File: config.mk
export PLATFORM = sky130hd
export DESIGN_NAME = swa_fifo
export DESIGN_NICKNAME = d
export VERILOG_FILES = /design/src/sv/swa_pkg.sv /design/src/sv/swa_fifo.sv
export SDC_FILE = /design/constraint.sdc
export NUM_CORES = 1
export LEC_CHECK = 0
export CAP_MARGIN = 20
export CORE_AREA = 2 2 89 91
export CTS_BUF_LIST = sky130_fd_sc_hd__clkbuf_16
export DETAILED_ROUTE_END_ITERATION = 8
export DIE_AREA = 0 0 91 93
export DONT_BUFFER_PORTS = 1
export PLACE_DENSITY = 0.77
export REMOVE_ABC_BUFFERS = 1
export SYNTH_ARGS = -nofsm -noshare
export SYNTH_HDL_FRONTEND = slang
export SYNTH_SLANG_ARGS = --single-unit
File: constraint.sdc
create_clock -name i_clk -period 4.7 [get_ports i_clk]
set_input_delay 0.705 -clock i_clk [delete_from_list [all_inputs] [get_ports i_clk]]
set_output_delay 0.705 -clock i_clk [all_outputs]
set_load 0.05 [all_outputs]
File: src/sv/swa_pkg.sv
// ----------------------------------------------------------------------------
// swa_pkg
// Shared types, constants and helpers for the sliding window average queue.
// ----------------------------------------------------------------------------
package swa_pkg;

    localparam int MAX_DEPTH   = 256;
    localparam int ADDR_W      = $clog2(MAX_DEPTH);
    localparam int CNT_W       = $clog2(MAX_DEPTH + 1);
    localparam int SAMPLE_W    = 32;
    localparam int SUM_W       = SAMPLE_W + ADDR_W;
    localparam int WIN_W       = 9;
    localparam int FILL_W      = 9;
    localparam int LEN_W       = (CNT_W > WIN_W) ? CNT_W : WIN_W;
    localparam int QUEUE_DEPTH = 2;
    localparam int QPTR_W      = $clog2(QUEUE_DEPTH);
    localparam int QCNT_W      = $clog2(QUEUE_DEPTH + 1);
    localparam int PADDR_W     = 3;
    localparam int PDATA_W     = 32;
    localparam int IN_TDATA_W  = 32;
    localparam int OUT_TDATA_W = 80;

    localparam logic [WIN_W-1:0]   WIN_RESET   = WIN_W'(16);
    localparam logic [PADDR_W-1:0] REG_WINDOW  = PADDR_W'(0);

    localparam logic CMD_PUSH   = 1'b0;
    localparam logic CMD_POP    = 1'b1;
    localparam logic STAT_OK    = 1'b0;
    localparam logic STAT_EMPTY = 1'b1;

    // one classified request, handed from the front to the back
    typedef struct packed {
        logic                push;
        logic                drop;    // oldest sample leaves the ring
        logic                err;     // pop on empty ring
        logic [ADDR_W-1:0]   rd_addr;
        logic [ADDR_W-1:0]   wr_addr;
        logic [SAMPLE_W-1:0] sample;
        logic [CNT_W-1:0]    count;   // fill count after this request
    } t_op;

    function automatic logic [CNT_W-1:0] active_len(input logic [WIN_W-1:0] win);
        logic [LEN_W-1:0] w;
        w = LEN_W'(win);
        if (w == '0) begin
            return CNT_W'(1);
        end else if (w > LEN_W'(MAX_DEPTH)) begin
            return CNT_W'(MAX_DEPTH);
        end else begin
            return CNT_W'(w);
        end
    endfunction

    function automatic logic [ADDR_W-1:0] next_idx(input logic [ADDR_W-1:0] idx,
                                                   input logic [CNT_W-1:0]  len);
        logic [CNT_W-1:0] inc;
        inc = CNT_W'(idx) + CNT_W'(1);
        return (inc >= len) ? '0 : ADDR_W'(inc);
    endfunction

    function automatic logic signed [SUM_W-1:0] sext_sample(input logic [SAMPLE_W-1:0] v);
        return {{(SUM_W - SAMPLE_W){v[SAMPLE_W-1]}}, v};
    endfunction

endpackage

File: src/sv/swa_fifo.sv
// ----------------------------------------------------------------------------
// swa_fifo
// Short request queue between the front and the back.
// ----------------------------------------------------------------------------
module swa_fifo import swa_pkg::*; (
    input  logic i_clk,
    input  logic i_rst_n,
    input  logic i_push,
    input  t_op  i_data,
    output logic o_full,
    input  logic i_pop,
    output logic o_valid,
    output t_op  o_data
);

    t_op                r_slot [QUEUE_DEPTH];
    logic [QPTR_W-1:0]  r_wptr;
    logic [QPTR_W-1:0]  r_rptr;
    logic [QCNT_W-1:0]  r_cnt;

    logic wr_en;
    logic rd_en;

    assign o_full  = (r_cnt == QCNT_W'(QUEUE_DEPTH));
    assign o_valid = (r_cnt != '0);
    assign o_data  = r_slot[r_rptr];
    assign wr_en   = i_push && !o_full;
    assign rd_en   = i_pop && o_valid;

    always_ff @(posedge i_clk) begin
        if (!i_rst_n) begin
            r_wptr <= '0;
            r_rptr <= '0;
            r_cnt  <= '0;
        end else begin
            if (wr_en) begin
                r_wptr <= (r_wptr == QPTR_W'(QUEUE_DEPTH - 1)) ? '0 : r_wptr + QPTR_W'(1);
            end
            if (rd_en) begin
                r_rptr <= (r_rptr == QPTR_W'(QUEUE_DEPTH - 1)) ? '0 : r_rptr + QPTR_W'(1);
            end
            if (wr_en && !rd_en) begin
                r_cnt <= r_cnt + QCNT_W'(1);
            end else if (rd_en && !wr_en) begin
                r_cnt <= r_cnt - QCNT_W'(1);
            end
        end
    end

    always_ff @(posedge i_clk) begin
        if (wr_en) begin
            r_slot[r_wptr] <= i_data;
        end
    end

endmodule

# == Word level (Yosys, flattened, before mapping) ==
# Memory sizes are Yosys's and may differ from the RTL's. A register that Yosys moved wholly into a read port is not among the register bits.
# Index checks and enable logic that the tools add are counted.
# totals
regBits,4
ramBits,120
mem_count,1
word_cells,26
in_bits,64
# mem_list
name,words,word_bits,read_ports,rd_ports_with_merged_regs,write_ports,line_no,rtl
r_slot,2,60,1,1,1,swa_fifo.sv:16,t_op r_slot [QUEUE_DEPTH];
# op_classes
n_addsub,4
n_mux,8
eq_ne,1
n_reduce_logical,9
# op_table
operator,count
$mux 1,6
$logic_and 1x1->1,4
$mux 2,2
$reduce_bool 2->1,2
$logic_not 1->1,3
$add 1x1->1 const B,2
$add 2x1->2 const B,1
$eq 2x2->1 const B,1
$sub 2x1->2 const B,1

# == Depth between registers and ports, before layout ==
# Gate-level depths: netlist of the first run.
# logic_depth
ltp_word,7
depth_mapped,7
mapped_depth_nobuf,7

# == Worst setup path after synthesis of the first run ==
# No wires, ideal clock.
# synth_path
kind,input port to flip-flop
from,input port i_push
to,"memory r_slot[0][0] (netlist bit), enable pin"
required_ps,4231
slack_ps,1090
cell_stages,2
t_arrival_ps,3141
n_path_buf,0
path_cell_list,inv_1 -> nor3_2
# synth_between
elab_chain_len,3
# synth_rtl
item,line_no,rtl
"start, declared",swa_fifo.sv:8,"input logic i_push,"
$logic_and 1x1->1,swa_fifo.sv:27,assign wr_en = i_push && !o_full;
$mux 1,swa_fifo.sv:51,if (wr_en) begin
$mux 1 (not written as such),swa_fifo.sv:52,r_slot[r_wptr] <= i_data;
"end, declared",swa_fifo.sv:16,
# Every way passes these cells.

==> results of run 1 <==
power groups by stage:
| stage | clock [mW] | combinational, mW | sequential, mW |
|---|---|---|---|
| 2_1_floorplan | 0 | 0.976 | 1.51 |
| 3_3_place_gp | 0 | 1.07 | 1.50 |
| 3_5_place_dp | 0 | 1.08 | 1.51 |
| 4_1_cts | 1.32 | 1.09 | 1.49 |
| 5_1_grt | 1.37 | 1.12 | 1.51 |
| 6_report | 1.30 | 1.07 | 1.49 |
registers in the layout, indices dropped and copies added, names as in the netlist, named ones only:
name	count
r_slot	120
r_cnt	2
r_rptr	1
r_wptr	1
worst max-delay path by stage:
stage	cells past startpoint	slack, ns	startpoint	to
CTS	2	1.66	flop	o_data[57]
global route	2	1.56	flop	o_data[5]
finish	2	1.74	flop	o_data[52]
detailed placement	2	2.09	flop	o_data[57]
floorplan	2	1.09	i_push	r_slot[0][0]
global placement	2	2.13	flop	o_data[29]
critical path: stages, from the launching register on:
cell and delay [ns]:
dfxtp_2 0.86, buf_4 0.45, mux2_2 0.51
layout by cell type (no fill, tap or decap):
cell and n:
nor3_4 1, mux2_2 60, clkinvlp_4 3, dfxtp_2 1, clkinv_2 4, clkinv_4 1
xnor2_1 2, or3_1 1, bufinv_16 4, and2_1 3, and3_2 1, o21ai_1 1
clkbuf_16 17, edfxtp_1 120, or2_2 1, a21boi_0 1, nand2b_1 1, dfxtp_1 4
a21boi_1 1, xor2_1 1, inv_1 3, ha_1 1, o21ai_0 1, o21a_1 1
buf_4 4, inv_2 1, nor2_1 1
area by class of cell:
class / count / area share [%]
Tap cell: 102 / 2.41
Clock inverter: 14 / 3.38
Sequential cell: 125 / 70.1
Clock buffer: 17 / 8.05
Inverter: 2 / 0.142
Multi-Input combinational cell: 78 / 15.4
Timing Repair Buffer: 4 / 0.568
per-layer routing:
layer / track usage, % / part of all wire, % / up-vias
met4: 9.47 / 1.7 / 0
li1: - / - / 872
met1: 18.0 / 34 / 944
met5: 0 / 0 / -
met2: 28.9 / 53 / 86
met3: 9.27 / 11 / 9
synth_stat cells, drive strengths merged:
library cell    n  area share [%]
ha              1            0.27
or2             1            0.14
xor2            1            0.19
nor2            1           0.082
mux2           60              15
inv             2            0.16
xnor2           2            0.39
and2            3            0.41
buf             7            0.77
or3             1            0.14
dfxtp           5             2.2
nor3            1            0.22
o21ai           2            0.22
edfxtp        120              79
nand2b          1            0.14
o21a            1            0.17
a21boi          2            0.33
and3            1            0.14
cells by family (layout without fill, tap and decap cells):
| logic type | Yosys count | count (layout) | share of synthesized area [%] |
|---|---|---|---|
| muxes | 60 | 60 | 14.8 |
| adders and majority gates | 1 | 1 | 0.275 |
| DFF | 125 | 125 | 81.4 |
| AOI/OAI and AO/OA | 5 | 5 | 0.715 |
| buffers and inverters | 9 | 37 | 0.935 |
| xor gates and xnor gates | 3 | 3 | 0.578 |
| and+or+nand+nor | 9 | 9 | 1.27 |
through the flow:
stage          std cells  util [%]  setup WS, ns  hold slack [ns]  cell area (sq um)
2_1_floorplan        205         -          1.09            0.479               4520
3_3_place_gp         311      62.2          2.13            0.495               4680
3_5_place_dp         311      62.2          2.09            0.518               4680
4_1_cts              342      70.2          1.66            0.387               5290
5_1_grt              342      70.2          1.56            0.376               5290
6_report             342      70.2          1.74            0.401               5290
==> impl_metrics.yaml, run 1 <==
clocking:
  path_clk_slew_ns: 0.05
  root_buffer: "clkbuf_16"
  h-tree-depth: 4
  cts_setup_buffers: 0
  cts_resized: 0
  hold_buffers: 0
  max-clock-path-buffers: 2
  numCtsBuffers: 17
  cts_tree: "yes"
  clock_sinks: 125
  clk_latency_ns: 0.39
timing:
  fin_setup_tns_ns: 0
  skew_ns: 0.00456
  rsz0062_at_grt: "false"
  relSlewSlack_pct: 43.5
  worst_pin_slew_ns: 0.847
  fmax_mhz: 338
  hold_viol_final: 0
  fin_crit_sh_pct: 63.0
  min_period_ns: 2.96
  maxSlewViolCount: 0
  setup_viol: 0
routing:
  viasPerCell: 5.59
  first_iter_violations: 97
  drcViolationCount: 0
  wl_per_cell_um: 20.1
  drt_wl_total_um: 6860
  vias: 1911
  dr.pass1.iters: 4
  ant_nets: 0
logic_synthesis:
  synth_cell_types: 21
  ys_seq_elements: 125
  syn-instance-count: 212
  syn_area_sq_mm: 0.00455
  yosysSeqAreaShare_pct: 81.4
  yosys_warnings: 0
  synth_area_per_cell_sq_um: 21.5
worst_hold_path:
  hp-class: "input port to flop"
  min_from: "i_data[28]"
  min_to: "r_slot[1][28]"
  hold_depth: 0
power_and_ir_drop:
  combPwrFrac_pct: 27.8
  power_density_mw_per_mm2: 730
  p_clk_share_pct: 33.7
  p_sw_share_pct: 34.8
  p_seq_share_pct: 38.5
  leakage_nw: 1.76
  p_sw_mw: 1.34
  p_int_mw: 2.52
  ir_drop_mv: 0.464
  total_power_mw: 3.86
layout:
  fillers: 482
  final_net_count: 293
  multi_input_area_sq_um: 812
  antennaDiodeCount: 0
  seq_area_sq_mm: 0.00370
  areaGrowthSynthToFinish_pct: 16.2
  drive_above_1_share_pct: 40.8
global_route:
  grt_max_degree: 38
  grt_use_total_pct: 17.5
  antenna_found_initial: 0
  grt_pass1_vias: 2099
  grt_pass1_wl_um: 10600
  grt_overflow: 0
setup_path:
  path_class: "flop to primary output"
  cp-end-kind: "primary output"
  cp-start-kind: "flop"
  reg2reg_from: "r_cnt[0]"
  r2r_cells: 3
  r2r_slack_ns: 2.55
  worst-endpoint-arrival_ns: 2.25
  rr_endpoint: "r_slot[1][46]"
  worstPathMaxFanout: 36
  crit_required_ns: 3.99
floorplan:
  initial_core_util_pct: 60.5
  die_w_um: 91
  dieHeight_um: 93
  io_pins: 126
  coreArea_sq_mm: 0.00753
  die_area_sq_mm: 0.00846
  fp-row-count: 32
run_status:
  outcome: "complete, no violations"
place:
  gp_congestion: 0.713
  io_buffers: 0
  hpwl_um: 4480
run:
  maxCapViolations: 0
No activity file was read; power rests on OpenSTA's default activity.
==> inputs of run 2 (changes only) <==
- CORE_AREA: 2 2 89 91 -> 2 2 94 96
- DIE_AREA: 0 0 91 93 -> 0 0 96 98
- PLACE_DENSITY: 0.77 -> 0.72
- clock period: 4.7 -> 2.55 ns (I/O delays scaled with it)
==> run 2 against run 1 <==
Effect of this change: combinational power increased by 96%; setup slack got worse by 1.2 ns; clock skew decreased by 0.00057 ns; final area increased by 0.40%; critical endpoint is now o_data[50]; power increased by 83%; core utilization decreased by 7.5 points; first-iteration DRC count decreased by 37%.
==> impl_metrics.yaml, run 2 (same netlist as run 1, synthesis figures left out) <==
setup_path:
  cp-start-kind: "flop"
  path_buf_inv: 1
  critical-path-slowest-cell: "mux2_2"
  slowest_delay_ns: 0.52
  cp-end-kind: "primary output"
  worstPathMaxFanout: 30
  crit_required_ns: 2.17
  worst-endpoint-arrival_ns: 1.62
  critPathTopFamily: "multiplexers"
  path_cells: "buf_4, mux2_2"
  r2r_slack_ns: 0.78
  path_class: "flop to primary output"
run_status:
  outcome: "complete, no violations"
layout:
  antennaDiodeCount: 0
  multi_input_area_sq_um: 812
  fillers: 600
  final_net_count: 295
  reg_top3: "r_slot x120, r_cnt x2"
  areaGrowthSynthToFinish_pct: 16.6
  seq_area_sq_mm: 0.00370
  layout_common_cells: "120 x edfxtp_1, 60 x mux2_2, 17 x clkbuf_16"
  drive_above_1_share_pct: 40.9
  regMostFlops: "r_slot"
  largest_register_ff_count: 120
  final_cell_area_sq_mm: 0.00531
  final_common_cell: "edfxtp_1"
  fin_cells: 350
clocking:
  path_clk_slew_ns: 0.05
  cts_tree: "yes"
  cts_resized: 0
  clk_latency_ns: 0.39
  cts_setup_buffers: 0
  root_buffer: "clkbuf_16"
  numCtsBuffers: 17
  clock_sinks: 125
  hold_buffers: 0
  max-clock-path-buffers: 2
  h-tree-depth: 4
timing:
  worst_pin_slew_ns: 0.449
  maxSlewViolCount: 0
  fmax_mhz: 500
  setup_viol: 0
  hold_slack_ns: 0.0804
  relSlewSlack_pct: 70.1
  rsz0062_at_grt: "false"
  hold_viol_final: 0
  worst_slack_ns: 0.551
  fin_crit_sh_pct: 78.4
  skew_ns: 0.00399
  min_period_ns: 2.00
place:
  placed_area_sq_mm: 0.00473
  place_worst_setup_slack_ns: 0.800
  io_buffers: 0
  hpwl_um: 4540
  gp_congestion: 0.706
  placed_cells: 319
routing:
  viasPerCell: 5.49
  first_iter_violations: 61
  drt_wl_total_um: 7210
  drcViolationCount: 0
  vias: 1923
  ant_nets: 0
  dr.pass1.iters: 4
  wl_per_cell_um: 20.6
global_route:
  grt_pass1_vias: 2083
  grt_pass1_wl_um: 10600
  antenna_found_initial: 0
  grt_overflow: 0
  grt_use_total_pct: 16.0
  grt_max_degree: 41
floorplan:
  initial_core_util_pct: 53.8
  io_pins: 126
  die_area_sq_mm: 0.00941
  fp-row-count: 34
  die_w_um: 96
  coreArea_sq_mm: 0.00847
  dieHeight_um: 98
power_and_ir_drop:
  power_density_mw_per_mm2: 1330
  ir_drop_mv: 0.750
  total_power_mw: 7.06
  leakage_nw: 1.76
run:
  maxCapViolations: 0
worst_hold_path:
  hp-class: "input port to flop"
run 2: cell count changes in the layout (fill, tap and decap cells not counted):
cell       change
buf_12         +2
inv_1          -2
bufinv_16      -1
clkinv_1       +3
run 2: through the flow:
step / setup TNS [ns] / util, %
finish: 0 / 62.7
CTS: 0 / 62.7
global placement: 0 / 55.9
global route: 0 / 62.7
detailed placement: 0 / 55.9
floorplan: -58.77 / -
run 2: final timing paths:
check / startpoint / to / cells past startpoint
max: flop / o_data[50] / 2
min: i_data[28] / r_slot[0][28] / 0
max reg2reg: r_cnt[0] / r_cnt[1] / 6
min reg2reg: r_cnt[1] / r_cnt[1] / 2
run 2: area by class of cell:
class,count,share of cell area [%]
clock inverter,14,2.88
clock buffer,17,8.02
tap,108,2.55
sequential,125,69.8
timing repair buffer,6,1.32
inverter,2,0.141
multi-input combinational,78,15.3
run 2: report_power, final:
part | switching (mW) | total, mW | internal (mW)
clock | 0.790 | 2.30 | 1.51
sequential | 0.0709 | 2.66 | 2.59
combinational | 1.65 | 2.10 | 0.455
total | 2.51 | 7.06 | 4.55
run 2: layer usage:
metal | GRT usage (%) | share of wire, %
met2 | 25.6 | 51
met1 | 16.3 | 35
met4 | 7.25 | 0.58
met5 | 0 | 0
met3 | 9.95 | 13
