### src/sv/swa_pkg.sv
// ----------------------------------------------------------------------------
// swa_pkg
// Shared types, constants and helpers for the sliding window average queue.
// ----------------------------------------------------------------------------
package swa_pkg;

    localparam int MAX_DEPTH   = 256;
    localparam int ADDR_W      = $clog2(MAX_DEPTH);
    localparam int CNT_W       = $clog2(MAX_DEPTH + 1);
    localparam int SAMPLE_W    = 32;
    localparam int SUM_W       = SAMPLE_W + ADDR_W;
    localparam int WIN_W       = 9;
    localparam int FILL_W      = 9;
    localparam int LEN_W       = (CNT_W > WIN_W) ? CNT_W : WIN_W;
    localparam int QUEUE_DEPTH = 2;
    localparam int QPTR_W      = $clog2(QUEUE_DEPTH);
    localparam int QCNT_W      = $clog2(QUEUE_DEPTH + 1);
    localparam int PADDR_W     = 3;
    localparam int PDATA_W     = 32;
    localparam int IN_TDATA_W  = 32;
    localparam int OUT_TDATA_W = 80;

    localparam logic [WIN_W-1:0]   WIN_RESET   = WIN_W'(16);
    localparam logic [PADDR_W-1:0] REG_WINDOW  = PADDR_W'(0);

    localparam logic CMD_PUSH   = 1'b0;
    localparam logic CMD_POP    = 1'b1;
    localparam logic STAT_OK    = 1'b0;
    localparam logic STAT_EMPTY = 1'b1;

    // one classified request, handed from the front to the back
    typedef struct packed {
        logic                push;
        logic                drop;    // oldest sample leaves the ring
        logic                err;     // pop on empty ring
        logic [ADDR_W-1:0]   rd_addr;
        logic [ADDR_W-1:0]   wr_addr;
        logic [SAMPLE_W-1:0] sample;
        logic [CNT_W-1:0]    count;   // fill count after this request
    } t_op;

    function automatic logic [CNT_W-1:0] active_len(input logic [WIN_W-1:0] win);
        logic [LEN_W-1:0] w;
        w = LEN_W'(win);
        if (w == '0) begin
            return CNT_W'(1);
        end else if (w > LEN_W'(MAX_DEPTH)) begin
            return CNT_W'(MAX_DEPTH);
        end else begin
            return CNT_W'(w);
        end
    endfunction

    function automatic logic [ADDR_W-1:0] next_idx(input logic [ADDR_W-1:0] idx,
                                                   input logic [CNT_W-1:0]  len);
        logic [CNT_W-1:0] inc;
        inc = CNT_W'(idx) + CNT_W'(1);
        return (inc >= len) ? '0 : ADDR_W'(inc);
    endfunction

    function automatic logic signed [SUM_W-1:0] sext_sample(input logic [SAMPLE_W-1:0] v);
        return {{(SUM_W - SAMPLE_W){v[SAMPLE_W-1]}}, v};
    endfunction

endpackage

### src/sv/swa_front.sv
// ----------------------------------------------------------------------------
// swa_front
// Accepts requests, tracks ring indices and fill count, classifies each one.
// ----------------------------------------------------------------------------
module swa_front import swa_pkg::*; (
    input  logic                i_clk,
    input  logic                i_rst_n,
    input  logic                i_clear,
    input  logic [WIN_W-1:0]    i_win,
    input  logic                i_valid,
    input  logic                i_cmd,
    input  logic [SAMPLE_W-1:0] i_sample,
    output logic                o_ready,
    input  logic                i_q_full,
    output logic                o_q_push,
    output t_op                 o_q_data
);

    logic [ADDR_W-1:0] r_rd_idx, n_rd_idx;
    logic [ADDR_W-1:0] r_wr_idx, n_wr_idx;
    logic [CNT_W-1:0]  r_count;
    logic [CNT_W-1:0]  len;
    logic              full;
    logic              empty;
    logic              accept;
    t_op               op;

    assign o_ready  = !i_q_full;
    assign accept   = i_valid && !i_q_full;
    assign o_q_push = accept;
    assign o_q_data = op;

    always_comb begin
        len        = active_len(i_win);
        full       = (r_count >= len);
        empty      = (r_count == '0);
        op.push    = (i_cmd == CMD_PUSH);
        op.sample  = i_sample;
        op.rd_addr = r_rd_idx;
        op.wr_addr = r_wr_idx;
        if (i_cmd == CMD_PUSH) begin
            // full ring: the oldest sample is overwritten
            op.drop  = full;
            op.err   = 1'b0;
            op.count = full ? r_count : r_count + CNT_W'(1);
            n_wr_idx = next_idx(r_wr_idx, len);
            n_rd_idx = full ? next_idx(r_rd_idx, len) : r_rd_idx;
        end else begin
            op.drop  = !empty;
            op.err   = empty;
            op.count = empty ? r_count : r_count - CNT_W'(1);
            n_wr_idx = r_wr_idx;
            n_rd_idx = empty ? r_rd_idx : next_idx(r_rd_idx, len);
        end
    end

    always_ff @(posedge i_clk) begin
        if (!i_rst_n || i_clear) begin
            r_rd_idx <= '0;
            r_wr_idx <= '0;
            r_count  <= '0;
        end else if (accept) begin
            r_rd_idx <= n_rd_idx;
            r_wr_idx <= n_wr_idx;
            r_count  <= op.count;
        end
    end

endmodule

### config.mk
export PLATFORM = sky130hd
export DESIGN_NAME = swa_front
export DESIGN_NICKNAME = d
export VERILOG_FILES = /design/src/sv/swa_pkg.sv /design/src/sv/swa_front.sv
export SDC_FILE = /design/constraint.sdc
export NUM_CORES = 1
export LEC_CHECK = 0
export BUFFER_PORTS_ARGS = -buffer_cell sky130_fd_sc_hd__buf_2
export CAP_MARGIN = 20
export CELL_PAD_IN_SITES_DETAIL_PLACEMENT = 0
export CELL_PAD_IN_SITES_GLOBAL_PLACEMENT = 2
export CORE_MARGIN = 2
export CORE_UTILIZATION = 26
export DETAILED_ROUTE_END_ITERATION = 8
export PLACE_DENSITY_LB_ADDON = 0.1
export SKIP_CTS_REPAIR_TIMING = 1
export SYNTH_ARGS = -nofsm -noshare
export SYNTH_HDL_FRONTEND = slang
export SYNTH_SLANG_ARGS = --single-unit
### constraint.sdc
create_clock -name i_clk -period 4.2 [get_ports i_clk]
set_input_delay 0.84 -clock i_clk [delete_from_list [all_inputs] [get_ports i_clk]]
set_output_delay 0.84 -clock i_clk [all_outputs]
set_load 0.05 [all_outputs]
## Yosys cells after proc, flatten, opt, wreduce, memory -nomap -nowiden

Index checks and enable logic that the tools add are counted.

- Register bits: 25
- Input bits: 47
- Output and inout bits: 62
- Logic and storage cells: 34

- Add/sub/neg operators: 4
- Order comparisons: 4
- Equal/unequal tests: 1
- Muxes and demuxes: 11
- Bitwise logic cells: 1
- Reduce and logical (&&, ||, !) cells: 10

Operators by type and width:

| operator | count |
|---|---|
| $mux 9 | 5 |
| $mux 8 | 5 |
| $ge 9x9->1 | 3 |
| $add 8x1->9 const B | 2 |
| $logic_not 9->1 | 2 |
| $add 9x1->9 const B | 1 |
| $gt 9x9->1 const B | 1 |
| $sub 9x1->9 const B | 1 |
| $logic_not 1->1 | 3 |
| $reduce_and 3->1 | 1 |
| $mux 2 | 1 |
| $ne 2x2->1 const B | 1 |
| $reduce_and 2->1 | 1 |
| $reduce_bool 2->1 | 1 |
| $logic_and 1x1->1 | 1 |
| $logic_or 1x1->1 | 1 |
| $not 1->1 | 1 |

## Depth between registers and ports, before layout

Gate-level depths: netlist (run 1).

- Depth after elaboration: 7
- Mapped depth: 11
- Gate-level depth less buffers: 11

## Least setup slack after synthesis (run 1)

Ideal clock, no wire load.

- Path kind: input to output
- Start: input port i_win[5]
- End: output port o_q_data[5] (netlist name)
- Arrival time: 3281 ps
- Data required time: 3360 ps
- Slack: 79 ps
- Stages on the path: 10
- Buffers on the path: 1
- Cells stage by stage: nor4_1 a21oi_1 nor2_1 ha_1 nor2b_1 o21ai_1 a211oi_4 buf_6 a41oi_1 xnor2_1

RTL lines:

| item | RTL line | text |
|---|---|---|
| from (decl) | swa_front.sv:9 | `input logic [WIN_W-1:0] i_win,` |
| to (decl) | swa_front.sv:16 | `output t_op o_q_data` |

==> results of run 1 <==
[worst register-to-register path: stages (launching register included)]
cell	delay (ps)
dfxtp_1	460
ha_1	270
and3_1	210
and3_1	240
xor2_1	170
ha_1	260
a21o_1	160
a21oi_1	140
o21ai_1	100
a21oi_2	400
a21oi_1	140
mux2i_1	160
[metal layers]
metal | wire (um) | GRT usage
met1 | 3820 | 0.208
met3 | 297 | 0.0235
met5 | 0 | 0
met2 | 3280 | 0.222
met4 | 42 | 0.0263
[through the flow]
step                      area [um2]  setup WS, ps  std cells  power (mW)  hold slack (ps)
final                           2780           244        464       0.512              512
after global routing            2780         -4.45        464       0.541              558
after CTS                       2760          90.0        464       0.527              518
after detailed placement        2710           114        460       0.359              501
after global placement          2710           207        460       0.360              495
after floorplan                 2570          79.5        321       0.401              521
[cell usage in the layout (no fill, tap or decap), types with 3 or more instances in the layout]
master	count
buf_2	44
ha_1	31
nand2_1	25
dfxtp_1	25
a21oi_1	18
o21ai_1	18
nor2_1	15
xnor2_1	13
nand3_1	12
and3_1	11
inv_1	9
nand4_1	8
buf_4	8
xor2_1	7
nor3_1	7
or3_1	6
o21ai_0	5
nand2b_1	5
a22o_1	4
nor4_1	3
a41oi_1	3
a31oi_1	3
a211oi_1	3
clkbuf_8	3
[area by class of cell]
type	instances	share of cell area
tap	133	0.0599
timing repair buffer	53	0.108
sequential	25	0.180
multi-input combinational	238	0.620
clock inverter	1	0.00180
inverter	11	0.0149
clock buffer	3	0.0149
[sequential cells by signal (all words and copies together) (netlist names)]
name and flops:
r_rd_idx 8, r_wr_idx 8, r_count 9
[where the power goes]
part           switching, mW  internal, mW  total (mW)
logic                 0.0765        0.0372       0.114
clock network         0.0919        0.0668       0.159
registers            0.00195         0.238       0.240
total                  0.170         0.342       0.512
[cells by family (layout without fill, tap and decap cells)]
logic type	after synthesis	after routing	share of synthesized area
multiplexers	3	3	0.0122
flip-flops	25	25	0.195
AND/OR/NAND/NOR	109	109	0.236
XOR/XNOR	20	20	0.0682
buffers and inverters	58	68	0.142
AO/OA/AOI/OAI	75	75	0.196
adder cells (fa/ha/maj)	31	31	0.151
[how the worst min path moves through the flow]
| stage | depth (start not counted) | start | end | slack (ps) |
|---|---|---|---|---|
| 2_1_floorplan | 2 | r_count[7] | r_count[7] | 520 |
| 3_3_place_gp | 2 | r_rd_idx[7] | r_rd_idx[7] | 500 |
| 3_5_place_dp | 2 | r_rd_idx[7] | r_rd_idx[7] | 500 |
| 4_1_cts | 2 | r_rd_idx[1] | r_rd_idx[1] | 520 |
| 5_1_grt | 2 | r_rd_idx[1] | r_rd_idx[1] | 560 |
| 6_report | 2 | r_rd_idx[1] | r_rd_idx[1] | 510 |
==> run summary, run 1 <==
• 0 — final hold violation count
• 0.143 — Tot GR Track Use
• 0 — setup violators final
• 11 — count of cells along the worst register-to-register path
• 69 — initial DRC count
• 0.00257 mm2 — synthesized area
• 500 um2 — Storage cell area
• 253 MHz — maximum clock rate
• 5 — DRT Pass-1 Iters
• 0.0107 mm2 — Die Outline Area
• r_wr_idx[0] — Critical R2R Launch
• 2 — maximum buffer depth of the clock tree
• buf_2, clkinv_1, nand2_1, ha_1, a211oi_2, o21ai_1, a211oi_4, buf_12, nand4_2, nand2_1, xor2_1, buf_2 — critical-path cell list
• 103 um — width of the chip
• 59 — number of unique standard cell types used by synthesis
• 410 — nets
• 280 ps — insertion delay to the later sink of the worst-skew pair
• 4.81 — average via count per standard cell
• 399 — syn_nets
• clkbuf_8 — root cell of the clock tree
• 321 — Gate Count Post-Synth
• completed — status
• 11.8 mm — global-route wire length before repair
• 16 — maximum fanout count along the critical path
• 44 — IO Port Bufs
• 0.738 — GPL Wtd Cong
• 0.265 — effective utilization at floorplan
• 3960 ps — Min Clock Period, post-route
• 0.215 — proportion of layout cells with a drive suffix above 1
• i_win[8] — Crit. Startpoint
• 184 mW/mm2 — cell area power density
• 2,231 — count of vias placed by the detailed router
• register to register — path class of the lowest-slack min-delay path
• 109 — # IOs
• 110 ps — clock edge transition at the registers on the reported setup and hold paths
• 0 — initial antenna violation count
• 1,100 — Fillers
• 8.08% — relative area change from synthesis to final layout
• 0.450 — worst relative slew slack
• 36 — FP Rows
• 12 — WP depth
• 103 um — die span in y
• built — TritonCTS clock tree
• 0 — count of final max-slew check failures
• 1420 ps — setup slack of the most critical reg-to-reg path
• 0 — number of warnings reported in the yosys synthesis log
• 823 ps — Worst Tran Pin Value
• ha_1 — Slowest-stage cell, CP
• 4 — Bufs and invs on worst path
• 3 — number of buffers inserted during clock tree synthesis
• r_wr_idx[6] — FF-to-FF End
• 1 — maximum level of the CTS H-tree
• dfxtp_1 (19%), ha_1 (15%), buf_4 (9.9%), xnor2_1 (4.4%), nand2_1 (3.7%) — dominant cells by area after synthesis
• 0 ps — final setup TNS
• 0 — number of design rule violations left after detail routing
• 25 — Synth Register Bits
• dfxtp_1 — most frequently used flop master after synthesis
• 0 — number of synthesized flops with an enable pin
• 16.0 um — post-detailed-route wirelength per cell
• 5.87 mm — detailed placer's ending HPWL
• 1.24 nW — Static Leakage
• 2,136 — vias in the first global route
• 0 — gr ovfl total
• 8.01 um2 — mean area per synthesized cell
• 3360 ps — WP data required
• dfxtp_1 — largest area contributor in the synthesized netlist
• 131 uV — worst IR drop on VDD
• 0.00172 mm2 — combined area of the multi-input logic cells
• 25 — Clock Sinks
• 0.00968 mm2 — Core ar.
• 0.287 — end-of-flow core utilization
• 0 — max cap viols
• 0.195 — sequential cell area fraction in the yosys report
• buffers and inverters — critical path's top delay family
• 0.942 — fin crit share
• 0.195 — Synth top area share
• input port to primary output — Setup Crit Path Kind
• 17 — maximum number of pins on one net before global-route repair
• 0 — fraction of synthesis flops using an asynchronous set or reset pin
• buf_4 (34), ha_1 (31), dfxtp_1 (25), nand2_1 (25) — top cells by instance count after synthesis
• 280 ps — largest stage delay on the critical path
• 5.39 ps — skew final
• 0 — Antenna Cells
• primary output — Worst setup EP type
• 7.44 mm — routed wire length
• o_q_data[4] — Worst Setup EP
• buf_4 — most common cell in the synthesized netlist
• 0 — final antenna-violating net count
• input port — Critical Path Source Type
• 3120 ps — critical path data arrival time
(Power assumes the default switching activity.)
==> inputs of run 2 (changes only) <==
--- a/config.mk
+++ b/config.mk
@@ -5,14 +5,16 @@
 export SDC_FILE = /design/constraint.sdc
 export NUM_CORES = 1
 export LEC_CHECK = 0
-export BUFFER_PORTS_ARGS = -buffer_cell sky130_fd_sc_hd__buf_2
 export CAP_MARGIN = 20
 export CELL_PAD_IN_SITES_DETAIL_PLACEMENT = 0
 export CELL_PAD_IN_SITES_GLOBAL_PLACEMENT = 2
 export CORE_MARGIN = 2
-export CORE_UTILIZATION = 26
+export CORE_UTILIZATION = 35
 export DETAILED_ROUTE_END_ITERATION = 8
+export DONT_BUFFER_PORTS = 1
 export PLACE_DENSITY_LB_ADDON = 0.1
+export RECOVER_POWER = 50
+export REMOVE_ABC_BUFFERS = 1
 export SKIP_CTS_REPAIR_TIMING = 1
 export SYNTH_ARGS = -nofsm -noshare
 export SYNTH_HDL_FRONTEND = slang
==> run 2 against run 1 <==
First-iteration DRC count up 52%. Clock skew is 1.0 ps lower. Critical endpoint is now o_q_data[8]. Sequential share of layout area grew 1.6 points. Global-route usage is 5.3 points higher. Largest cell class unchanged. Combinational power is 13% lower. Hold slack better by 100 ps. Sequential power is essentially flat. Routed wire length is 3.8% higher. Sequential cell count unchanged. Cell count is 15% lower. Clock power is 3% lower.
==> run summary, run 2 (synthesized netlist as in run 1, its figures left out) <==
• 0.00804 mm2 — Die Outline Area
• 2 — maximum buffer depth of the clock tree
• input port — Critical Path Source Type
• 280 ps — insertion delay to the later sink of the worst-skew pair
• 12 — count of cells along the worst register-to-register path
• register to register — path class of the lowest-slack min-delay path
• r_wr_idx[0] — Critical R2R Launch
• 376 — nets
• ha_1 — most common cell after layout, fill and taps aside
• 193 mW/mm2 — cell area power density
• 493 uW — Design Power
• 772 — Fillers
• primary output — Worst setup EP type
• 258 MHz — maximum clock rate
• clkbuf_8 — root cell of the clock tree
• met4 — top layer reached by signal wires
• 89.7 um — width of the chip
• 0 — IO Port Bufs
• 0 — number of design rule violations left after detail routing
• 3360 ps — WP data required
• 11.8 mm — global-route wire length before repair
• 0.358 — effective utilization at floorplan
• 0 — Antenna Cells
• 3.25 mm — met2 routed wirelength
• 0 — setup violators final
• 31 — FP Rows
• r_wr_idx[5] — FF-to-FF End
• false — setup repair after global routing missed its margin
• 2,241 — count of vias placed by the detailed router
• -0.876% — relative area change from synthesis to final layout
• ha_1 (31), nand2_1 (25), dfxtp_1 (25) — commonest cells after routing, fill and taps aside
• 0.196 — Tot GR Track Use
• 0.00251 mm2 — Post-Place Cell Area
• 3040 ps — critical path data arrival time
• 0 — count of final max-slew check failures
• 1.06 nW — Static Leakage
• 1 — maximum level of the CTS H-tree
• 104 uV — worst IR drop on VDD
• 0 — gr ovfl total
• 3 — number of buffers inserted during clock tree synthesis
• 780 ps — setup slack of the most critical reg-to-reg path
• 5.66 — average via count per standard cell
• 19.5 um — post-detailed-route wirelength per cell
• 20 — maximum number of pins on one net before global-route repair
• 9 — max reg flops
• 5.92 mm — detailed placer's ending HPWL
• 2 — hold path cells
• 0.757 — GPL Wtd Cong
• 0.924 — fin crit share
• r_count — most flop-heavy register
• 809 ps — Worst Tran Pin Value
• 0 — final hold violation count
• 396 — final cell count without fillers
• 4 — DRT Pass-1 Iters
• 0.00255 mm2 — final design instance area without fill
• input port to primary output — Setup Crit Path Kind
• built — TritonCTS clock tree
• 3880 ps — Min Clock Period, post-route
• 0.00718 mm2 — Core ar.
• r_count: 9 flops, r_rd_idx: 8 flops, r_wr_idx: 8 flops — biggest regs
• 7.73 mm — routed wire length
• 89.7 um — die span in y
• 3.67 mm — sum of routed wire segments on met1
• 0.460 — worst relative slew slack
• 2,137 — vias in the first global route
• 100 ps — clock edge transition at the registers on the reported setup and hold paths
• r_count[7] — endpoint of the worst hold path
• 0 — max cap viols
• 772 um — total met3 wirelength after detailed routing
• 294 ps — post-place setup slack
• 109 — # IOs
• r_count[7] — launch instance of the worst min-delay path
• 0.104 — proportion of layout cells with a drive suffix above 1
• 4.37 ps — skew final
• 0 ps — final setup TNS
• 392 — number of placed instances, taps included
• 0 — final antenna-violating net count
• 25 — Clock Sinks
• completed — status
• 319 ps — post-route setup slack
• 105 — initial DRC count
• 16 — maximum fanout count along the critical path
• 0 — initial antenna violation count
## run 2: how the worst max path moves through the flow
stage	end	cells past startpoint	from	slack, ps
3_3_place_gp	o_q_data[4]	12	i_win[2]	370
2_1_floorplan	o_q_data[7]	9	i_win[5]	-60
3_5_place_dp	o_q_data[8]	12	i_win[5]	290
6_report	o_q_data[8]	12	i_win[5]	320
5_1_grt	o_q_data[4]	12	i_win[5]	30
4_1_cts	o_q_data[8]	12	i_win[5]	300
## run 2: metrics by stage
step	hold slack, ps	util
2_1_floorplan	521	-
3_3_place_gp	605	0.350
3_5_place_dp	603	0.350
4_1_cts	618	0.357
5_1_grt	641	0.355
6_report	613	0.355
## run 2: power by group
| group | switching, mW | total, mW | internal [mW] |
|---|---|---|---|
| clock network | 0.0871 | 0.155 | 0.0681 |
| registers | 0.00133 | 0.239 | 0.238 |
| logic | 0.0692 | 0.0987 | 0.0295 |
## run 2: layout make-up
type,count,area [um2],share of cell area
Multi-Input combinational cell,238,1710,0.669
Inverter,11,41.3,0.0162
Timing Repair Buffer,19,131,0.0516
Sequential cell,25,500,0.196
Clock buffer,4,45.0,0.0177
Tap cell,99,124,0.0486
## run 2: critical path, stage by stage
cell and delay [ps]:
nor4_1 320, a21oi_1 120, nor2_1 180, ha_1 260
nor2b_1 110, o21ai_1 110, a211oi_4 200, buf_4 250
nand4_1 200, o211ai_1 150, o21ai_1 90, buf_4 200
## run 2: routing by layer
metal | global-route usage | vias up
li1 | - | 1101
met1 | 0.275 | 1050
met2 | 0.276 | 88
met3 | 0.0850 | 2
met4 | 0.0366 | 0
met5 | 0.0325 | -
